## src/hw/rtl/gfp_pkg.sv

```systemverilog
// Shared types and constants for the gain frame parser.
`timescale 1ns / 1ps
package gfp_pkg;

	// Frame length limit and the width of the byte counter that follows from it.
	localparam int MaxFrame = 31;
	localparam int CountW   = $clog2(MaxFrame + 1);

	localparam int GainW = 16;

	// ASCII codes the parser reacts to.
	localparam logic [7:0] CharCaret = 8'h5E;
	localparam logic [7:0] CharCr    = 8'h0D;
	localparam logic [7:0] CharLf    = 8'h0A;
	localparam logic [7:0] CharComma = 8'h2C;
	localparam logic [7:0] CharDot   = 8'h2E;
	localparam logic [7:0] CharSpace = 8'h20;
	localparam logic [7:0] CharZero  = 8'h30;
	localparam logic [7:0] CharNine  = 8'h39;

	typedef enum logic [1:0] {
		StatusGood    = 2'd0,
		StatusBadChar = 2'd1,
		StatusTooLong = 2'd2
	} gfp_status_t;

	// Control into the parse step: one byte and its strobe.
	typedef struct packed {
		logic       fire;
		logic [7:0] rx_byte;
	} gfp_step_in_t;

	// One closed frame, as the parse step reports it.
	typedef struct packed {
		logic               valid;
		gfp_status_t        frame_status;
		logic [GainW-1:0]   gain_p;
		logic [GainW-1:0]   gain_i;
		logic [GainW-1:0]   gain_d;
		logic               p_given;
		logic               i_given;
		logic               d_given;
	} gfp_result_t;

endpackage

```

## src/hw/rtl/gfp_if.sv

```systemverilog
// Valid/ready channels for received bytes and for parsed frame words.
`timescale 1ns / 1ps
interface gfp_byte_if;
	logic       valid;
	logic       ready;
	logic [7:0] rx_byte;

	modport source (output valid, output rx_byte, input ready);
	modport sink (input valid, input rx_byte, output ready);
endinterface

interface gfp_result_if;
	logic                       valid;
	logic                       ready;
	logic [1:0]                 frame_status;
	logic [gfp_pkg::GainW-1:0]  gain_p;
	logic [gfp_pkg::GainW-1:0]  gain_i;
	logic [gfp_pkg::GainW-1:0]  gain_d;
	logic                       p_given;
	logic                       i_given;
	logic                       d_given;

	modport source (output valid, output frame_status, output gain_p, output gain_i,
		output gain_d, output p_given, output i_given, output d_given, input ready);
	modport sink (input valid, input frame_status, input gain_p, input gain_i,
		input gain_d, input p_given, input i_given, input d_given, output ready);
endinterface

```

## src/hw/rtl/gfp_step.sv

```systemverilog
// Frame state and the per-byte parse step of the gain frame parser.
`timescale 1ns / 1ps
module gfp_step (
	input  logic                 clk,
	input  logic                 arst_n,
	input  gfp_pkg::gfp_step_in_t step_in,
	output gfp_pkg::gfp_result_t  result
);
	import gfp_pkg::*;

	logic               in_frame_q, in_frame_d;
	logic [CountW-1:0]  char_count_q, char_count_d;
	logic [1:0]         sep_count_q, sep_count_d;
	logic               in_fraction_q, in_fraction_d;
	logic [GainW-1:0]   acc_q, acc_d;
	logic [GainW-1:0]   held_p_q, held_p_d;
	logic [GainW-1:0]   held_i_q, held_i_d;

	logic               finish;
	logic               accepted;
	gfp_status_t        status;
	logic [CountW:0]    count_next;
	logic [1:0]         sep_next;

	// Next state for one byte, and whether it closes the frame.
	always_comb begin
		in_frame_d    = in_frame_q;
		char_count_d  = char_count_q;
		sep_count_d   = sep_count_q;
		in_fraction_d = in_fraction_q;
		acc_d         = acc_q;
		held_p_d      = held_p_q;
		held_i_d      = held_i_q;
		finish        = 1'b0;
		accepted      = 1'b0;
		status        = StatusGood;
		count_next    = {1'b0, char_count_q} + {{CountW{1'b0}}, 1'b1};
		sep_next      = (sep_count_q == 2'd3) ? 2'd3 : sep_count_q + 2'd1;

		if (step_in.fire) begin
			if (!in_frame_q) begin
				// Outside a frame only the start mark matters.
				if (step_in.rx_byte == CharCaret) begin
					in_frame_d    = 1'b1;
					char_count_d  = '0;
					sep_count_d   = '0;
					in_fraction_d = 1'b0;
					acc_d         = '0;
					held_p_d      = '0;
					held_i_d      = '0;
				end
			end else if (step_in.rx_byte == CharCr || step_in.rx_byte == CharLf) begin
				finish = 1'b1;
				status = StatusGood;
			end else begin
				accepted = 1'b1;
				case (step_in.rx_byte) inside
					[CharZero:CharNine]: begin
						// acc * 10 + digit, kept to 16 bits; the low nibble is the digit.
						if (!in_fraction_q) begin
							acc_d = {acc_q[GainW-4:0], 3'b000} + {acc_q[GainW-2:0], 1'b0}
								+ {{(GainW-4){1'b0}}, step_in.rx_byte[3:0]};
						end
					end
					CharDot: begin
						in_fraction_d = 1'b1;
					end
					CharComma, CharSpace: begin
						sep_count_d = sep_next;
						if (sep_next == 2'd1) begin
							held_p_d = acc_q;
						end else if (sep_next == 2'd2) begin
							held_i_d = acc_q;
						end
						acc_d         = '0;
						in_fraction_d = 1'b0;
					end
					default: begin
						accepted = 1'b0;
						finish   = 1'b1;
						status   = StatusBadChar;
					end
				endcase

				// Count the accepted byte and close the frame at the length limit.
				if (accepted) begin
					char_count_d = count_next[CountW-1:0];
					if (count_next >= (CountW+1)'(MaxFrame)) begin
						finish = 1'b1;
						status = StatusTooLong;
					end
				end
			end
		end

		if (finish) begin
			in_frame_d = 1'b0;
		end
	end

	// Result word built from the state as it stands after this byte.
	always_comb begin
		result = '0;
		result.valid        = finish;
		result.frame_status = status;
		if (finish && status == StatusGood) begin
			if (sep_count_d != 2'd0) begin
				result.gain_p  = held_p_d;
				result.p_given = 1'b1;
			end
			if (sep_count_d[1]) begin
				result.gain_i  = held_i_d;
				result.i_given = 1'b1;
			end
			if (sep_count_d == 2'd2) begin
				result.gain_d  = acc_d;
				result.d_given = 1'b1;
			end
		end
	end

	// Parse state registers.
	always_ff @(posedge clk or negedge arst_n) begin
		if (!arst_n) begin
			in_frame_q    <= 1'b0;
			char_count_q  <= '0;
			sep_count_q   <= '0;
			in_fraction_q <= 1'b0;
			acc_q         <= '0;
			held_p_q      <= '0;
			held_i_q      <= '0;
		end else begin
			in_frame_q    <= in_frame_d;
			char_count_q  <= char_count_d;
			sep_count_q   <= sep_count_d;
			in_fraction_q <= in_fraction_d;
			acc_q         <= acc_d;
			held_p_q      <= held_p_d;
			held_i_q      <= held_i_d;
		end
	end

`ifndef SYNTH
	// A frame that reports a result is closed on the next cycle.
	a_close_after_result: assert property (@(posedge clk) disable iff (!arst_n)
		result.valid |=> !in_frame_q)
		else $error("frame still open after its result");

	// The byte count of an open frame never reaches the limit.
	a_count_below_limit: assert property (@(posedge clk) disable iff (!arst_n)
		in_frame_q |-> ({1'b0, char_count_q} < (CountW+1)'(MaxFrame)))
		else $error("byte count reached the frame limit");

	// No result comes out of a byte seen outside a frame.
	a_no_result_idle: assert property (@(posedge clk) disable iff (!arst_n)
		!in_frame_q |-> !result.valid)
		else $error("result produced outside a frame");
`endif

endmodule

```

## src/hw/rtl/gain_frame_parser_top.sv

```systemverilog
// Top level of the gain frame parser: input byte stage, parse step and result register.
// A closing byte is registered in the input byte stage, then its word in the result register.
// Throughput: one byte per cycle while the result side takes each word as it appears.
// The result register frees the input side whenever it is empty or being drained.
// Reset (arst_n low, asynchronous) empties both stages and closes any open frame.
`timescale 1ns / 1ps
module gain_frame_parser_top (
	input  logic          clk,
	input  logic          arst_n,
	gfp_byte_if.sink      rx,
	gfp_result_if.source  res
);
	import gfp_pkg::*;

	logic         valid_s1;
	logic [7:0]   rx_byte_s1;
	logic         res_valid_q;
	gfp_result_t  res_q;
	gfp_result_t  step_res;
	gfp_step_in_t step_in;
	logic         advance;

	// The pipeline moves whenever the result register is free or being taken.
	assign advance  = !res_valid_q || res.ready;
	assign rx.ready = !valid_s1 || advance;

	assign step_in.fire    = valid_s1 && advance;
	assign step_in.rx_byte = rx_byte_s1;

	// Input byte stage.
	always_ff @(posedge clk or negedge arst_n) begin
		if (!arst_n) begin
			valid_s1 <= 1'b0;
		end else if (rx.ready) begin
			valid_s1 <= rx.valid;
		end
	end

	always_ff @(posedge clk) begin
		if (rx.valid && rx.ready) begin
			rx_byte_s1 <= rx.rx_byte;
		end
	end

	gfp_step u_step (
		.clk     (clk),
		.arst_n  (arst_n),
		.step_in (step_in),
		.result  (step_res)
	);

	// Result register.
	always_ff @(posedge clk or negedge arst_n) begin
		if (!arst_n) begin
			res_valid_q <= 1'b0;
		end else if (advance) begin
			res_valid_q <= step_res.valid;
		end
	end

	always_ff @(posedge clk) begin
		if (advance && step_res.valid) begin
			res_q <= step_res;
		end
	end

	assign res.valid        = res_valid_q;
	assign res.frame_status = 2'(res_q.frame_status);
	assign res.gain_p       = res_q.gain_p;
	assign res.gain_i       = res_q.gain_i;
	assign res.gain_d       = res_q.gain_d;
	assign res.p_given      = res_q.p_given;
	assign res.i_given      = res_q.i_given;
	assign res.d_given      = res_q.d_given;

endmodule

```

## src/flat_wrapper.sv

```systemverilog
// flat-port wrapper written by rule: the top's interface ports become plain ports
module gain_frame_parser_top_flat import gfp_pkg::*;
  (clk, arst_n, rx_valid, rx_rx_byte, rx_ready, res_valid, res_frame_status, res_gain_p, res_gain_i, res_gain_d, res_p_given, res_i_given, res_d_given, res_ready);
  gfp_byte_if rx_i ();
  gfp_result_if res_i ();
  input  logic clk;
  input  logic arst_n;
  input wire logic [$bits(rx_i.valid)-1:0] rx_valid;
  input wire logic [$bits(rx_i.rx_byte)-1:0] rx_rx_byte;
  output wire logic [$bits(rx_i.ready)-1:0] rx_ready;
  output wire logic [$bits(res_i.valid)-1:0] res_valid;
  output wire logic [$bits(res_i.frame_status)-1:0] res_frame_status;
  output wire logic [$bits(res_i.gain_p)-1:0] res_gain_p;
  output wire logic [$bits(res_i.gain_i)-1:0] res_gain_i;
  output wire logic [$bits(res_i.gain_d)-1:0] res_gain_d;
  output wire logic [$bits(res_i.p_given)-1:0] res_p_given;
  output wire logic [$bits(res_i.i_given)-1:0] res_i_given;
  output wire logic [$bits(res_i.d_given)-1:0] res_d_given;
  input wire logic [$bits(res_i.ready)-1:0] res_ready;
  assign rx_i.valid = rx_valid;
  assign rx_i.rx_byte = rx_rx_byte;
  assign rx_ready = rx_i.ready;
  assign res_valid = res_i.valid;
  assign res_frame_status = res_i.frame_status;
  assign res_gain_p = res_i.gain_p;
  assign res_gain_i = res_i.gain_i;
  assign res_gain_d = res_i.gain_d;
  assign res_p_given = res_i.p_given;
  assign res_i_given = res_i.i_given;
  assign res_d_given = res_i.d_given;
  assign res_i.ready = res_ready;
  gain_frame_parser_top u_core (.clk(clk), .arst_n(arst_n), .rx(rx_i), .res(res_i));
endmodule
```

## config.mk

```make
export PLATFORM = sky130hd
export DESIGN_NAME = gain_frame_parser_top_flat
export DESIGN_NICKNAME = d
export VERILOG_FILES = /design/src/hw/rtl/gfp_pkg.sv /design/src/hw/rtl/gfp_if.sv /design/src/hw/rtl/gfp_step.sv /design/src/hw/rtl/gain_frame_parser_top.sv /design/src/flat_wrapper.sv
export SDC_FILE = /design/constraint.sdc
export NUM_CORES = 1
export LEC_CHECK = 0
export BUFFER_PORTS_ARGS = -buffer_cell sky130_fd_sc_hd__buf_2
export CAP_MARGIN = 30
export CORE_MARGIN = 1.5
export CORE_UTILIZATION = 50
export DETAILED_ROUTE_END_ITERATION = 10
export HOLD_SLACK_MARGIN = 0.03
export PLACE_DENSITY_LB_ADDON = 0.15
export SYNTH_ARGS = -nofsm -noshare
export SYNTH_HDL_FRONTEND = slang
export SYNTH_HIERARCHICAL = 1
export SYNTH_SLANG_ARGS = --single-unit
```

## constraint.sdc

```tcl
create_clock -name clk -period 7.6 [get_ports clk]
set_clock_uncertainty 0.05 [all_clocks]
set_input_delay 2.28 -clock clk [delete_from_list [all_inputs] [get_ports clk]]
set_output_delay 2.28 -clock clk [all_outputs]
set_load 0.05 [all_outputs]
```

==> impl_metrics.ini <==
[outcome]
status = finished clean

[timing]
final.min_clock_period_ns = 5.08
timing.setup.tns_ns = 0
finalHoldViolCount = 0
tightest_slew_ns = 0.912
slew_violations = 0
fin_hold_ws_ns = 0.438
final-setup-viol-count = 0
slew_headroom_pct = 39.2
rsz0062_at_grt = no
fin_crit_sh_pct = 66.8
fmax_mhz = 197

[routing]
finalWirelength_um = 12100
wl_per_cell_um = 17.0
num_vias = 4095
drt_iter0_drc = 176
drc = 0
vias_per_cell = 5.77
ant_nets = 0
drtPass1Iterations = 5

[global_route]
antenna_found_initial = 0
grt_pass1_wl_um = 20000
first_global_vias = 3954
grtUsageTotal_pct = 21.1
grt_start_max_net_pins = 60
overflow = 0

[floorplanning]
dieWidth_um = 111
die_area_um2 = 12300
io_pins = 67
die_h_um = 111
initial_core_util_pct = 51.1
coreArea_um2 = 11400
fp-row-count = 39

[final_layout]
layout_common_cells = buf_2 (66), edfxtp_1 (61), dfrtp_1 (59)
mostFrequentLayoutCell = buf_2
antenna-diode-count = 0
drive_above_1_share_pct = 22.9
finalNonFillerCells = 710
syn_to_final_growth_pct = 18.8
layout.nets = 596

[worst_setup_path]
worst-r2r-cell-count = 9
worstSetupPathType = in -> out
r2r-start = u_core/rx_byte_s1[3]
max_stage_delay_ns = 0.26
cp.depth = 3
crit_top_cell = buf_2
path_buf_inv = 2
end_kind = output pin
cp_top_family = buffers and inverters
arrival_ns = 2.75
critical_path.cell_chain = buf_2 > nand3b_4 > buf_2
worstPathRequired_ns = 5.27
worstPathMaxFanout = 3
cp_slowest_cell = buf_2
crit_path_start_kind = primary input
crit_start = res_ready

[synthesis]
syn_avg_cell_area_um2 = 12.1
synth_edf_count = 61
ys_ff_latch = 120
synth-main-ff-cell = edfxtp_1
ys_seq_area_share_pct = 57.0
yosys_warnings = 6
syn-instance-count = 480
ys_async_sr_fraction_pct = 49.2
ys_types = 65
syn_nets = 522
syn_area_um2 = 5800

[clock_network]
clk-insertion-delay-late_ns = 0.42
clk_pin_slew_ns = 0.05
cts_buffers = 17
postCtsHoldBufs = 0
ctsResizeCount = 0
cts_tree = built
cts_setup_buffers = 0
htreeDepth = 4
cts_root_buf = clkbuf_16
clkSinkCount = 120
cts_buffer_depth = 2

[min_path]
hold_class = reg -> reg
min_from = u_core/u_step/held_p_q[5]
hold_path_depth = 1

[placement]
place.gp.congestion = 0.875
io_buffer_count = 66
place_inst = 678
dp_hpwl_um = 8070

[flow_run]
cap_violations = 0

[pwr]
p_leak_uw = 0.00306
cellPowerDensity_nw_per_um2 = 254
vdd_ir_drop_max_mv = 0.203
==> state kept, by name (all words and copies together), names as in the netlist, 2 cells and up <==
name / flops
u_core/rx_byte_s1: 8
u_core/u_step/char_count_q: 5
u_core/res.gain_d: 16
u_core/res.gain_i: 16
u_core/u_step/held_i_q: 16
u_core/res.gain_p: 16
u_core/u_step/held_p_q: 16
u_core/u_step/acc_q: 16
u_core/res.frame_status: 2
u_core/u_step/sep_count_q: 2
==> power by group <==
group | switching, uW | internal, uW
clock network | 293 | 522
registers | 27.6 | 722
logic | 137 | 51.7
total | 457 | 1300
==> worst reg2reg max path, cell delays in order, from the launching register on <==
cell and delay (ns):
edfxtp_1 0.41, inv_1 0.13, fa_1 0.54, inv_1 0.07
fa_1 0.47, a211oi_1 0.35, o21ai_0 0.25, a21o_1 0.23
a32o_1 0.26, nor3b_2 0.15
==> cells in the mapped netlist (7+ instances only) <==
master / number / area share (%)
a21o_1: 8 / 1.0
a21oi_1: 31 / 2.7
a22o_1: 26 / 3.9
and2_1: 7 / 0.75
clkbuf_1: 10 / 0.65
dfrtp_1: 59 / 25
edfxtp_1: 61 / 32
ha_1: 28 / 6.0
inv_1: 15 / 0.97
nand2_1: 46 / 3.0
nand3_1: 25 / 2.2
nor2_1: 14 / 0.91
nor2b_1: 17 / 1.8
nor3b_1: 7 / 0.91
o21ai_0: 14 / 1.2
==> area by class of cell <==
class / instances / area [um2]
Clock buffer: 19 / 475
Clock inverter: 13 / 144
Fill cell: 933 / 4480
Inverter: 15 / 56.3
Multi-Input combinational cell: 326 / 2340
Sequential cell: 120 / 3310
Tap cell: 143 / 179
Timing Repair Buffer: 74 / 390
==> cells by family after synthesis <==
kind of cell	synth area share, %
multiplexers	0.517
AND/OR/NAND/NOR	16.9
XOR/XNOR	1.06
flip-flops	57.0
buffers and inverters	2.80
adder cells (fa/ha/maj)	6.73
AO/OA/AOI/OAI	15.0
==> per-layer routing <==
layer  GRT usage, %  wire length (um)  share of wire (%)
met1           28.1              5600                 46
met5              0                 0                  0
met2           33.1              5770                 48
met3           5.36               587                4.9
met4           8.72               143                1.2
==> worst paths after layout <==
path                       slack (ns)                          to
setup / recovery                 2.52                    rx_ready
hold / removal                   0.44   u_core/u_step/held_p_q[5]
setup reg to reg                 4.41       u_core/res.gain_d[10]
hold reg to reg                  0.44   u_core/u_step/held_p_q[5]
max in group asynchronous        5.01   u_core/u_step/held_p_q[4]
min in group asynchronous        1.98  u_core/u_step/held_i_q[12]
==> per-stage QoR <==
stage               util [%]  setup WS [ns]  cell area [um2]  total power, uW
finish                  60.6           2.52             6890             1750
detailed placement      55.2           2.52             6270              951
CTS                     60.6           2.52             6890             1770
floorplan                  -           2.73             5800              901
global route            60.6           2.50             6890             1820
global placement        55.2           2.53             6270              948
Power figures use the tool's default switching activity.
